## src/design/ped_pkg.sv

```systemverilog
// ----------------------------------------------------------------------------
// ped_pkg - shared types and constants for the percent escape decoder
// Holds the escape phase codes, the bundle that travels from the front end
// to the back end, and the hex digit classifier.
// ----------------------------------------------------------------------------
package ped_pkg;

	localparam int unsigned BYTE_W   = 8;
	localparam int unsigned MAX_OUT  = 3;
	localparam int unsigned CNT_W    = 2;
	localparam int unsigned QDEPTH   = 4;
	localparam int unsigned QPTR_W   = 2;
	localparam int unsigned NIBBLE_W = 4;

	localparam logic [BYTE_W-1:0] PCT_CHAR = 8'h25;

	// escape phase, one-hot
	typedef enum logic [2:0] {
		PH_IDLE  = 3'b001,
		PH_PCT   = 3'b010,
		PH_DIGIT = 3'b100
	} phase_t;

	// up to three output bytes caused by one input transaction
	typedef struct packed {
		logic [CNT_W-1:0]                  cnt;
		logic [MAX_OUT-1:0][BYTE_W-1:0]    bytes;
		logic                              last;
	} bundle_t;

	typedef struct packed {
		logic                ok;
		logic [NIBBLE_W-1:0] val;
	} hex_t;

	// classify a character as a hex digit, either case
	function automatic hex_t hex_decode(input logic [BYTE_W-1:0] c);
		hex_t h;
		h.ok  = 1'b0;
		h.val = '0;
		if (c >= 8'h30 && c <= 8'h39) begin
			h.ok  = 1'b1;
			h.val = NIBBLE_W'(c - 8'h30);
		end else if (c >= 8'h41 && c <= 8'h46) begin
			h.ok  = 1'b1;
			h.val = NIBBLE_W'(c - 8'h37);
		end else if (c >= 8'h61 && c <= 8'h66) begin
			h.ok  = 1'b1;
			h.val = NIBBLE_W'(c - 8'h57);
		end
		return h;
	endfunction

endpackage

```

## src/design/ped_front.sv

```systemverilog
// ----------------------------------------------------------------------------
// ped_front - escape classifier
// Takes one raw byte a cycle when take is high, tracks the escape phase and
// held digit, and turns each transaction into a bundle of zero to three bytes.
// ----------------------------------------------------------------------------
module ped_front (
	input  logic                        clk,
	input  logic                        arst_n,
	input  logic                        take,
	input  logic [ped_pkg::BYTE_W-1:0]  in_byte,
	input  logic                        in_last,
	output logic                        bnd_valid,
	output ped_pkg::bundle_t            bnd
);

	ped_pkg::phase_t                phase_q, nxt_phase;
	logic [ped_pkg::BYTE_W-1:0]     held_q, nxt_held;
	ped_pkg::hex_t                  hc, hh;
	logic [ped_pkg::CNT_W-1:0]      n;

	// decode one byte against the current phase, then flush on end of string
	always_comb begin
		bnd       = '0;
		n         = '0;
		nxt_phase = phase_q;
		nxt_held  = held_q;
		hc        = ped_pkg::hex_decode(in_byte);
		hh        = ped_pkg::hex_decode(held_q);
		unique case (phase_q)
			ped_pkg::PH_PCT: begin
				if (hc.ok) begin
					nxt_held  = in_byte;
					nxt_phase = ped_pkg::PH_DIGIT;
				end else begin
					bnd.bytes[0] = ped_pkg::PCT_CHAR;
					n            = 2'd1;
					if (in_byte == ped_pkg::PCT_CHAR) begin
						nxt_phase = ped_pkg::PH_PCT;
					end else begin
						bnd.bytes[1] = in_byte;
						n            = 2'd2;
						nxt_phase    = ped_pkg::PH_IDLE;
					end
				end
			end
			ped_pkg::PH_DIGIT: begin
				if (hc.ok) begin
					bnd.bytes[0] = {hh.val, hc.val};
					n            = 2'd1;
					nxt_phase    = ped_pkg::PH_IDLE;
				end else begin
					bnd.bytes[0] = ped_pkg::PCT_CHAR;
					bnd.bytes[1] = held_q;
					n            = 2'd2;
					if (in_byte == ped_pkg::PCT_CHAR) begin
						nxt_phase = ped_pkg::PH_PCT;
					end else begin
						bnd.bytes[2] = in_byte;
						n            = 2'd3;
						nxt_phase    = ped_pkg::PH_IDLE;
					end
				end
			end
			default: begin
				if (in_byte == ped_pkg::PCT_CHAR) begin
					nxt_phase = ped_pkg::PH_PCT;
				end else begin
					bnd.bytes[0] = in_byte;
					n            = 2'd1;
					nxt_phase    = ped_pkg::PH_IDLE;
				end
			end
		endcase
		// end of string: emit whatever is still held
		if (in_last) begin
			if (nxt_phase == ped_pkg::PH_PCT) begin
				for (int i = 0; i < ped_pkg::MAX_OUT; i++) begin
					if (n == ped_pkg::CNT_W'(i)) begin
						bnd.bytes[i] = ped_pkg::PCT_CHAR;
					end
				end
				n = n + 2'd1;
			end else if (nxt_phase == ped_pkg::PH_DIGIT) begin
				// only reached from a held '%' with nothing emitted yet
				bnd.bytes[0] = ped_pkg::PCT_CHAR;
				bnd.bytes[1] = nxt_held;
				n            = 2'd2;
			end
			nxt_phase = ped_pkg::PH_IDLE;
		end
		bnd.cnt   = n;
		bnd.last  = in_last;
		bnd_valid = take && (n != '0);
	end

	// phase register
	always_ff @(posedge clk or negedge arst_n) begin
		if (!arst_n) begin
			phase_q <= ped_pkg::PH_IDLE;
		end else if (take) begin
			phase_q <= nxt_phase;
		end
	end

	// held digit, payload only
	always_ff @(posedge clk) begin
		if (take) begin
			held_q <= nxt_held;
		end
	end

endmodule

```

## src/design/ped_queue.sv

```systemverilog
// ----------------------------------------------------------------------------
// ped_queue - bundle queue
// Short first-in first-out store of bundles between front and back end.
// The head entry is visible combinationally while the queue is not empty.
// ----------------------------------------------------------------------------
module ped_queue (
	input  logic                clk,
	input  logic                arst_n,
	input  logic                wr_en,
	input  ped_pkg::bundle_t    wr_data,
	input  logic                rd_en,
	output ped_pkg::bundle_t    rd_data,
	output logic                full,
	output logic                empty
);

	ped_pkg::bundle_t           mem_q [ped_pkg::QDEPTH];
	logic [ped_pkg::QPTR_W-1:0] wr_ptr_q, rd_ptr_q;
	logic [ped_pkg::QPTR_W:0]   cnt_q;
	logic                       do_wr, do_rd;

	assign full    = (cnt_q == (ped_pkg::QPTR_W+1)'(ped_pkg::QDEPTH));
	assign empty   = (cnt_q == '0);
	assign do_wr   = wr_en && !full;
	assign do_rd   = rd_en && !empty;
	assign rd_data = mem_q[rd_ptr_q];

	// pointers and fill count
	always_ff @(posedge clk or negedge arst_n) begin
		if (!arst_n) begin
			wr_ptr_q <= '0;
			rd_ptr_q <= '0;
			cnt_q    <= '0;
		end else begin
			if (do_wr) begin
				wr_ptr_q <= wr_ptr_q + 1'b1;
			end
			if (do_rd) begin
				rd_ptr_q <= rd_ptr_q + 1'b1;
			end
			if (do_wr && !do_rd) begin
				cnt_q <= cnt_q + 1'b1;
			end else if (do_rd && !do_wr) begin
				cnt_q <= cnt_q - 1'b1;
			end
		end
	end

	// storage
	always_ff @(posedge clk) begin
		if (do_wr) begin
			mem_q[wr_ptr_q] <= wr_data;
		end
	end

endmodule

```

## src/design/ped_back.sv

```systemverilog
// ----------------------------------------------------------------------------
// ped_back - byte serialiser
// Walks through the bytes of the head bundle, one per output transaction,
// marks the end of the run and of the string, and retires the bundle.
// ----------------------------------------------------------------------------
module ped_back (
	input  logic                        clk,
	input  logic                        arst_n,
	input  ped_pkg::bundle_t            head,
	input  logic                        head_empty,
	output logic                        head_pop,
	input  logic                        pop,
	output logic                        empty,
	output logic [ped_pkg::BYTE_W-1:0]  out_byte,
	output logic                        run_end,
	output logic                        stream_end
);

	logic [ped_pkg::CNT_W-1:0] idx_q;
	logic                      take;

	// select the current byte of the head bundle
	always_comb begin
		out_byte = head.bytes[0];
		for (int i = 1; i < ped_pkg::MAX_OUT; i++) begin
			if (idx_q == ped_pkg::CNT_W'(i)) begin
				out_byte = head.bytes[i];
			end
		end
	end

	assign empty      = head_empty;
	assign run_end    = (idx_q == head.cnt - 1'b1);
	assign stream_end = run_end && head.last;
	assign take       = pop && !head_empty;
	assign head_pop   = take && run_end;

	// byte index within the head bundle
	always_ff @(posedge clk or negedge arst_n) begin
		if (!arst_n) begin
			idx_q <= '0;
		end else if (take) begin
			if (run_end) begin
				idx_q <= '0;
			end else begin
				idx_q <= idx_q + 1'b1;
			end
		end
	end

endmodule

```

## src/design/percent_escape_decoder_core.sv

```systemverilog
// ----------------------------------------------------------------------------
// percent_escape_decoder_core - URL percent decoder
// Decodes '%' hex hex escapes in a byte stream with a last-byte mark.
// ----------------------------------------------------------------------------
// Usage:
//   Input side is a queue: drive in_byte/in_last and raise push; a
//   transaction completes on a clock edge with push high and full low.
//   Output side is a queue: while empty is low the oldest decoded byte sits
//   on out_byte with run_end and stream_end; pop takes it.
//   Each input yields zero to three output bytes. A byte that is only held
//   (a '%' or a first hex digit) yields nothing; the string's last byte
//   always yields at least one, the final one carrying stream_end.
//   A byte accepted at an edge is written into the bundle queue at that
//   edge; the queue head drives the outputs combinationally. The input
//   takes one byte per cycle while the four-entry bundle queue has room;
//   the output gives one byte per cycle while pop is high; a three-byte
//   bundle takes three pops. When the receiver stalls, the queue fills and
//   full rises after four pending bundles; no byte is ever dropped.
//   Reset (arst_n low) empties the queue and returns to the idle phase.
// ----------------------------------------------------------------------------
module percent_escape_decoder_core (
	input  logic                        clk,
	input  logic                        arst_n,
	input  logic                        push,
	output logic                        full,
	input  logic [ped_pkg::BYTE_W-1:0]  in_byte,
	input  logic                        in_last,
	output logic                        empty,
	input  logic                        pop,
	output logic [ped_pkg::BYTE_W-1:0]  out_byte,
	output logic                        run_end,
	output logic                        stream_end
);

	ped_pkg::bundle_t bnd, head;
	logic             bnd_valid, take, head_pop, q_empty;

	assign take = push && !full;

	// front end: classify and decode
	ped_front u_front (
		.clk       (clk),
		.arst_n    (arst_n),
		.take      (take),
		.in_byte   (in_byte),
		.in_last   (in_last),
		.bnd_valid (bnd_valid),
		.bnd       (bnd)
	);

	// bundle queue between the two halves
	ped_queue u_queue (
		.clk     (clk),
		.arst_n  (arst_n),
		.wr_en   (bnd_valid),
		.wr_data (bnd),
		.rd_en   (head_pop),
		.rd_data (head),
		.full    (full),
		.empty   (q_empty)
	);

	// back end: serialise bytes
	ped_back u_back (
		.clk        (clk),
		.arst_n     (arst_n),
		.head       (head),
		.head_empty (q_empty),
		.head_pop   (head_pop),
		.pop        (pop),
		.empty      (empty),
		.out_byte   (out_byte),
		.run_end    (run_end),
		.stream_end (stream_end)
	);

	// the string's last byte always yields output
	assert property (@(posedge clk) disable iff (!arst_n)
		take && in_last |-> bnd_valid)
		else $error("last byte produced no output");

	// a queued bundle is never empty
	assert property (@(posedge clk) disable iff (!arst_n)
		!q_empty |-> head.cnt != '0)
		else $error("empty bundle in queue");

	// bytes remain after taking a byte that does not end its run
	assert property (@(posedge clk) disable iff (!arst_n)
		pop && !empty && !run_end |=> !empty)
		else $error("run cut short");

	// a stream end is always also a run end
	assert property (@(posedge clk) disable iff (!arst_n)
		!empty && stream_end |-> run_end)
		else $error("stream end without run end");

endmodule
```

## config.mk

```make
export PLATFORM = sky130hd
export DESIGN_NAME = percent_escape_decoder_core
export DESIGN_NICKNAME = d
export VERILOG_FILES = /design/src/design/ped_pkg.sv /design/src/design/ped_front.sv /design/src/design/ped_queue.sv /design/src/design/ped_back.sv /design/src/design/percent_escape_decoder_core.sv
export SDC_FILE = /design/constraint.sdc
export NUM_CORES = 1
export LEC_CHECK = 0
export BUFFER_PORTS_ARGS = -buffer_cell sky130_fd_sc_hd__clkbuf_2
export CAP_MARGIN = 20
export CORE_ASPECT_RATIO = 1.5
export CORE_MARGIN = 1.5
export CORE_UTILIZATION = 62
export CTS_CLUSTER_DIAMETER = 30
export DETAILED_ROUTE_END_ITERATION = 6
export PLACE_DENSITY = 0.89
export SLEW_MARGIN = 0
export SYNTH_ARGS = -nofsm -noshare
export SYNTH_HDL_FRONTEND = slang
export SYNTH_SLANG_ARGS = --single-unit
```

## constraint.sdc

```tcl
create_clock -name clk -period 3.8 [get_ports clk]
set_clock_uncertainty 0.2 [all_clocks]
set_input_delay 0.57 -clock clk [delete_from_list [all_inputs] [get_ports clk]]
set_output_delay 0.57 -clock clk [all_outputs]
set_load 0.01 [all_outputs]
```

## Yosys cells after proc, flatten, opt, wreduce, memory -nomap -nowiden

Memory sizes are Yosys's and may differ from the RTL's.
Index checks and enable logic that the tools add are counted.

| word-level totals | value |
|---|---|
| memory bits (writable) | 108 |
| ROM bits | 0 |
| bits in registers | 20 |
| memories | 1 |
| bits in latches | 0 |

Memory list:

| name | words | width | rd ports | clocked after memory_dff | wr ports | line | text |
|---|---|---|---|---|---|---|---|
| u_queue.mem_q | 4 | 27 | 1 | 0 | 1 | ped_queue.sv:17 | `ped_pkg::bundle_t mem_q [ped_pkg::QDEPTH];` |

| cells by class | value |
|---|---|
| muxes and demuxes | 43 |
| $mul | 0 |
| reduce and logical (&&, ||, !) cells | 23 |
| shift operators | 0 |
| eq/ne operators | 11 |
| bitwise operators | 0 |
| order comparisons | 12 |
| add/subtract/negate cells | 13 |
| div/mod/pow operators | 0 |

Operators by type and width:

| cell | number |
|---|---|
| 8-bit two-way mux | 11 |
| 16-bit two-way mux | 4 |
| 8-bit by 7-bit >= comparator with 1-bit output (second input constant) | 4 |
| 8-bit by 7-bit <= comparator with 1-bit output (second input constant) | 4 |
| 8-bit one-hot mux with 2 select lines | 2 |
| 24-bit two-way mux | 1 |
| 8-bit by 6-bit >= comparator with 1-bit output (second input constant) | 2 |
| 8-bit by 6-bit <= comparator with 1-bit output (second input constant) | 2 |
| 2-bit two-way mux | 8 |
| 4-bit by 3-bit subtractor with 4-bit output (second input constant) | 4 |
| 1-bit logical AND | 15 |
| 3-bit two-way mux | 5 |
| 5-bit two-way mux | 3 |
| 4-bit two-way mux | 3 |
| 3-bit == test (second input constant) | 3 |
| 2-bit by 1-bit adder with 2-bit output (second input constant) | 4 |
| 8-bit by 6-bit == test with 1-bit output (second input constant) | 1 |
| 4-bit by 1-bit subtractor with 4-bit output (second input constant) | 2 |
| 3-bit by 2-bit == test with 1-bit output (second input constant) | 2 |
| 3-bit one-hot mux with 2 select lines | 1 |
| 2-bit by 1-bit == test with 1-bit output (second input constant) | 2 |
| 2-bit == test (second input constant) | 2 |
| 1-bit logical NOT | 4 |
| 1-bit two-way mux | 4 |
| 8 further kinds | 9 |

## Depth between registers and ports, before layout

| depth | value |
|---|---|
| depth after elaboration | 18 |
| depth in mapped cells | 19 |

## Cells and area by module

Synthesis repeated with hierarchy kept, for this count alone.

| unflattened totals | value |
|---|---|
| cells, all modules | 388 |
| area total of the unflattened synthesis | 6064.6 sq um |

By module, submodules not included:

| module | cells each | instances | area each (sq um) |
|---|---|---|---|
| ped_queue | 177 | 1 | 4327.9 |
| ped_front | 158 | 1 | 1343.8 |
| ped_back | 52 | 1 | 379.1 |
| percent_escape_decoder_core | 1 | 1 | 13.8 |

## Least setup slack after synthesis

Ideal clock, no wire load.

| path | value |
|---|---|
| path kind | input to register |
| from | input in_byte[1] (netlist bit) |
| to | register u_queue.cnt_q[2] (netlist bit) |
| library setup time | 0.079 ns |
| arrival time | 3.738 ns |
| path slack | -0.218 ns |
| stages on the path | 19 |
| path through | inv_1 > ha_1 > o21ba_2 > o2111ai_4 > nand2_1 > buf_2 > nor2_1 > o21ai_0 > ha_1 > nor2_1 > a2111oi_4 > a31oi_4 > inv_1 > ha_1 > inv_1 > fa_1 > xor2_1 > nor2_1 > xor2_1 |

| on the way | value |
|---|---|
| cells in the longest elaborated chain, start to end | 17 |

RTL lines:

| what | line | text |
|---|---|---|
| start: declaration | percent_escape_decoder_core.sv:26 | `input logic [ped_pkg::BYTE_W-1:0] in_byte,` |
| 8-bit by 7-bit >= comparator with 1-bit output / 8-bit by 7-bit <= comparator with 1-bit output (equally long branches) | ped_pkg.sv:47 | `end else if (c >= 8'h61 && c <= 8'h66) begin` |
| 1-bit logical AND | ped_pkg.sv:47 |  |
| 5-bit two-way mux | ped_pkg.sv:47 |  |
| 5-bit two-way mux | ped_pkg.sv:44 | `end else if (c >= 8'h41 && c <= 8'h46) begin` |
| 5-bit two-way mux | ped_pkg.sv:41 | `if (c >= 8'h30 && c <= 8'h39) begin` |
| 3-bit two-way mux (on tied branches) | ped_front.sv:47, ped_front.sv:31 |  |
| 3-bit one-hot mux with 2 select lines | ped_front.sv:29 | `unique case (phase_q)` |
| 3-bit == test | ped_front.sv:83 | `end else if (nxt_phase == ped_pkg::PH_DIGIT) begin` |
| (+2 left out) | n/a |  |
| 2-bit two-way mux (*) | ped_front.sv:75 | `if (in_last) begin` |
| 2-bit nonzero test (*) | ped_front.sv:93 | `bnd_valid = take && (n != '0);` |
| 1-bit logical AND (*) | ped_front.sv:93 |  |
| 1-bit logical AND (*) | ped_queue.sv:24 | `assign do_wr = wr_en && !full;` |
| via u_queue.do_wr | ped_queue.sv:20 | `logic do_wr, do_rd;` |
| 1-bit logical NOT | ped_queue.sv:43 | `end else if (do_rd && !do_wr) begin` |
| 1-bit logical AND | ped_queue.sv:43 |  |
| 2-bit nonzero test (no source line) | n/a |  |
| end signal: assignment | ped_queue.sv:42 | `cnt_q <= cnt_q + 1'b1;` |
| end signal: assignment | ped_queue.sv:44 | `cnt_q <= cnt_q - 1'b1;` |
| end: declaration | ped_queue.sv:19 | `logic [ped_pkg::QPTR_W:0] cnt_q;` |

The timed path passes the listed nets; every way through them passes the cells marked *.
A chain may end at the register's enable or synchronous reset.

## Worst setup path after layout

| path | value |
|---|---|
| from | input in_byte[0] (netlist bit) |
| to | register u_queue.cnt_q[2] (netlist bit) |

The elaborated chain is that of the path after synthesis.

==> impl_metrics.csv <==
group,metric,value,unit
logic_synthesis,ys_seq_elements,128,
die,io_pins,25,
pwr,leakage,0.00262,µW
cells_and_area,final_util,0.744,
sta,rsz0062_at_grt,"no",
clocking,post_cts_resized,0,
worst_setup_path,cpMostUsedCell,"inv_1",
global_route,grt_overflow,0,
clocking,post_cts_buffers,0,
clocking,htreeDepth,4,
clocking,cts_made_buffers,17,
detailed_routing,antenna_left,0,
sta,setup_tns,0,ns
place,gp_congestion,0.994,
die,dieArea,10400,µm²
clocking,cts_tree,"done",
cells_and_area,nets,472,
worst_setup_path,rrSetupSlack,0.60,ns
hold_path,hold_depth,1,
cells_and_area,final_cell_area,7160,µm²
worst_setup_path,critPathMaxStageDelay,0.38,ns
worst_setup_path,reg2reg_depth,14,
cells_and_area,regArea,3790,µm²
cells_and_area,n_fill_cell,516,
sta,drv_slew,0,
logic_synthesis,syn_nets,423,
pwr,ir_drop,0.532,mV
pwr,powerDensity,755,nW/µm²
global_route,grt_max_degree,28,
die,start_util,0.631,
sta,holdWs,0.327,ns
clocking,numClockSinks,128,
pwr,swShare,0.295,
logic_synthesis,ys.warnings.count,0,
die,die_h,124,µm
die,core,9630,µm²
cells_and_area,multi_input_area,2140,µm²
sta,finalCritPeriodShare,0.925,
cells_and_area,final_common_cell,"edfxtp_1",
logic_synthesis,netlist_area,6080,µm²
worst_setup_path,startpoint_type,"input pin",
cells_and_area,layout_common_cells,"edfxtp_1, nand2_1, mux4_2",
clocking,hold_buffers,1,
logic_synthesis,synth.distinct_cells,68,
detailed_routing,num_vias,3764,
detailed_routing,via_per_inst,6.62,
worst_setup_path,worstSetupPathType,"in2reg",
worst_setup_path,crit_arrival,3.65,ns
global_route,grt_pass1_vias,3916,
sta,hold_viol_final,0,
detailed_routing,wl,13.7,mm
sta,fin_crit,3.51,ns
worst_setup_path,timing.rr.start,"u_front.phase_q[1]",
logic_synthesis,synth_seq_area_share,0.622,
pwr,netSwitchingPower,1600,µW
cells_and_area,area_delta_synth_final,17.8,%
die,die_x,83.9,µm
detailed_routing,wl_per_cell,24.0,µm
place,dp_hpwl,8.69,mm
clocking,path_clk_slew,0.06,ns
outcome,status,"completed",
clocking,clk_latency,0.41,ns
place,place_area,6490,µm²
clocking,clockBufferDepth,2,
sta,fmax,285,MHz
hold_path,holdPathEnd,"u_queue.cnt_q[2]",
hold_path,hold_class,"reg2reg",
detailed_routing,drt-initial-drc-count,359,
hold_path,hp-start,"u_queue.cnt_q[2]",
pwr,power_frac_seq,0.376,
job,maxCapViolCount,0,
place,numPortBuffers,24,
pwr,power.total,5410,µW
cells_and_area,antenna_cells,0,
worst_setup_path,crit_fanout,5,
logic_synthesis,synth_ff_type,"edfxtp_1",
worst_setup_path,path_cells,"clkbuf_2 -> inv_1 -> ha_1 -> or3b_1 -> nand4_2 -> nand2_2 -> nor2_4 -> o21ai_2 -> ha_1 -> nor2_2 -> a2111oi_4 -> a31oi_4 -> inv_1 -> ha_2 -> inv_1 -> fa_1 -> xor2_1 -> nor2_1 -> xor2_1",
worst_setup_path,end_kind,"flip-flop",
pwr,p_comb_frac,0.285,
sta,max_slew_margin,0.411,
logic_synthesis,synth_edf_count,116,
die,fp-row-count,44,
detailed_routing,drc,0,
global_route,grt_antenna_before_repair,0,
logic_synthesis,syn_inst,392,
sta,worstMarginPinSlew,0.876,ns
worst_setup_path,required,3.94,ns
clocking,cts-root-buf,"clkbuf_16",
pwr,p_clk_frac,0.339,
detailed_routing,firstDrtPassIters,5,
global_route,grt_pass1_wl,21.8,mm
worst_setup_path,reg2reg_to,"u_queue.cnt_q[2]",
logic_synthesis,synth.avg_cell_area,15.5,µm²
global_route,grt_use_total,0.281,
pwr,p_int,3810,µW
cells_and_area,drive_above_1_share,0.315,
logic_synthesis,async_reset_ff_frac,0.0938,
sta,setup_viol,0,
worst_setup_path,crit_slowest_cell,"or3b_1",
[sequential cells by signal, indices dropped and copies added, names as in the netlist]
name              count
u_queue.rd_ptr_q      2
u_queue.cnt_q         3
u_queue.mem_q       108
u_queue.wr_ptr_q      2
u_front.phase_q       3
u_back.idx_q          2
u_front.held_q        8
[per-layer routing]
| layer | up-vias | wire length, µm | track usage |
|---|---|---|---|
| met2 | 213 | 7190 | 0.483 |
| met3 | 59 | 840 | 0.0550 |
| met1 | 1875 | 5150 | 0.343 |
| li1 | 1617 | - | - |
| met4 | 0 | 486 | 0.123 |
| met5 | - | 0 | 0 |
[final cells by class]
type                       count  area share
sequential                   128       0.528
multi-input combinational    228       0.299
clock buffer                  17      0.0594
timing repair buffer          49      0.0503
clock inverter                15      0.0335
tap                          115      0.0201
inverter                      17     0.00891
[worst max-delay path, delay by kind of cell]
family / cells / cell delay (ns)
adder cells (fa/ha/maj): 4 / 1.06
AND/OR/NAND/NOR: 6 / 0.90
buffers and inverters: 4 / 0.39
AO/OA/AOI/OAI: 3 / 0.39
XOR/XNOR: 2 / 0.34
[worst max-delay path by stage]
stage | cells after the start | from | endpoint
2_1_floorplan | 17 | in_byte[0] | u_queue.cnt_q[1]
3_3_place_gp | 19 | in_byte[0] | u_queue.cnt_q[2]
3_5_place_dp | 19 | in_byte[0] | u_queue.cnt_q[2]
4_1_cts | 6 | u_back.idx_q[1] | out_byte[3]
5_1_grt | 19 | in_byte[0] | u_queue.cnt_q[2]
6_report | 19 | in_byte[0] | u_queue.cnt_q[2]
[power by group through the flow]
stage                     combinational [µW]  sequential, µW  clock, µW
after detailed placement                1530            2050          0
after floorplan                         1080            1980          0
after global routing                    1670            2060       1880
final                                   1540            2040       1830
after global placement                  1450            2020          0
after CTS                               1560            2030       1850
[synthesized netlist by cell type (all sizes together) (5+ instances only)]
cell type  number  area (µm²)
edfxtp        116        3480
and2b           5        43.8
inv            17        63.8
dfrtp          11         275
buf            12        78.8
o21ai          23         115
a21oi          15        86.3
mux4           27         616
and2            5        31.3
xnor2           7        61.3
clkbuf          7        30.0
a31oi           5        46.3
mux2            6        71.3
nor2           14        57.6
mux2i          10         104
ha             17         213
nor3            6        35.0
nand2          29         109
[per-stage QoR]
stage / setup slack [ns] / std cells
after detailed placement: -0.0581 / 536
after floorplan: 0.0202 / 392
after global routing: 0.116 / 569
after CTS: 0.334 / 569
after global placement: 0.101 / 536
final: 0.286 / 569
[cells by family after synthesis]
family                     synth area share
DFF                                   0.622
and+or+nand+nor                      0.0821
AOI/OAI and AO/OA                    0.0844
muxes                                 0.130
buffers and inverters                0.0284
adders and majority gates            0.0383
xor gates and xnor gates             0.0144
(Power assumes the default switching activity.)
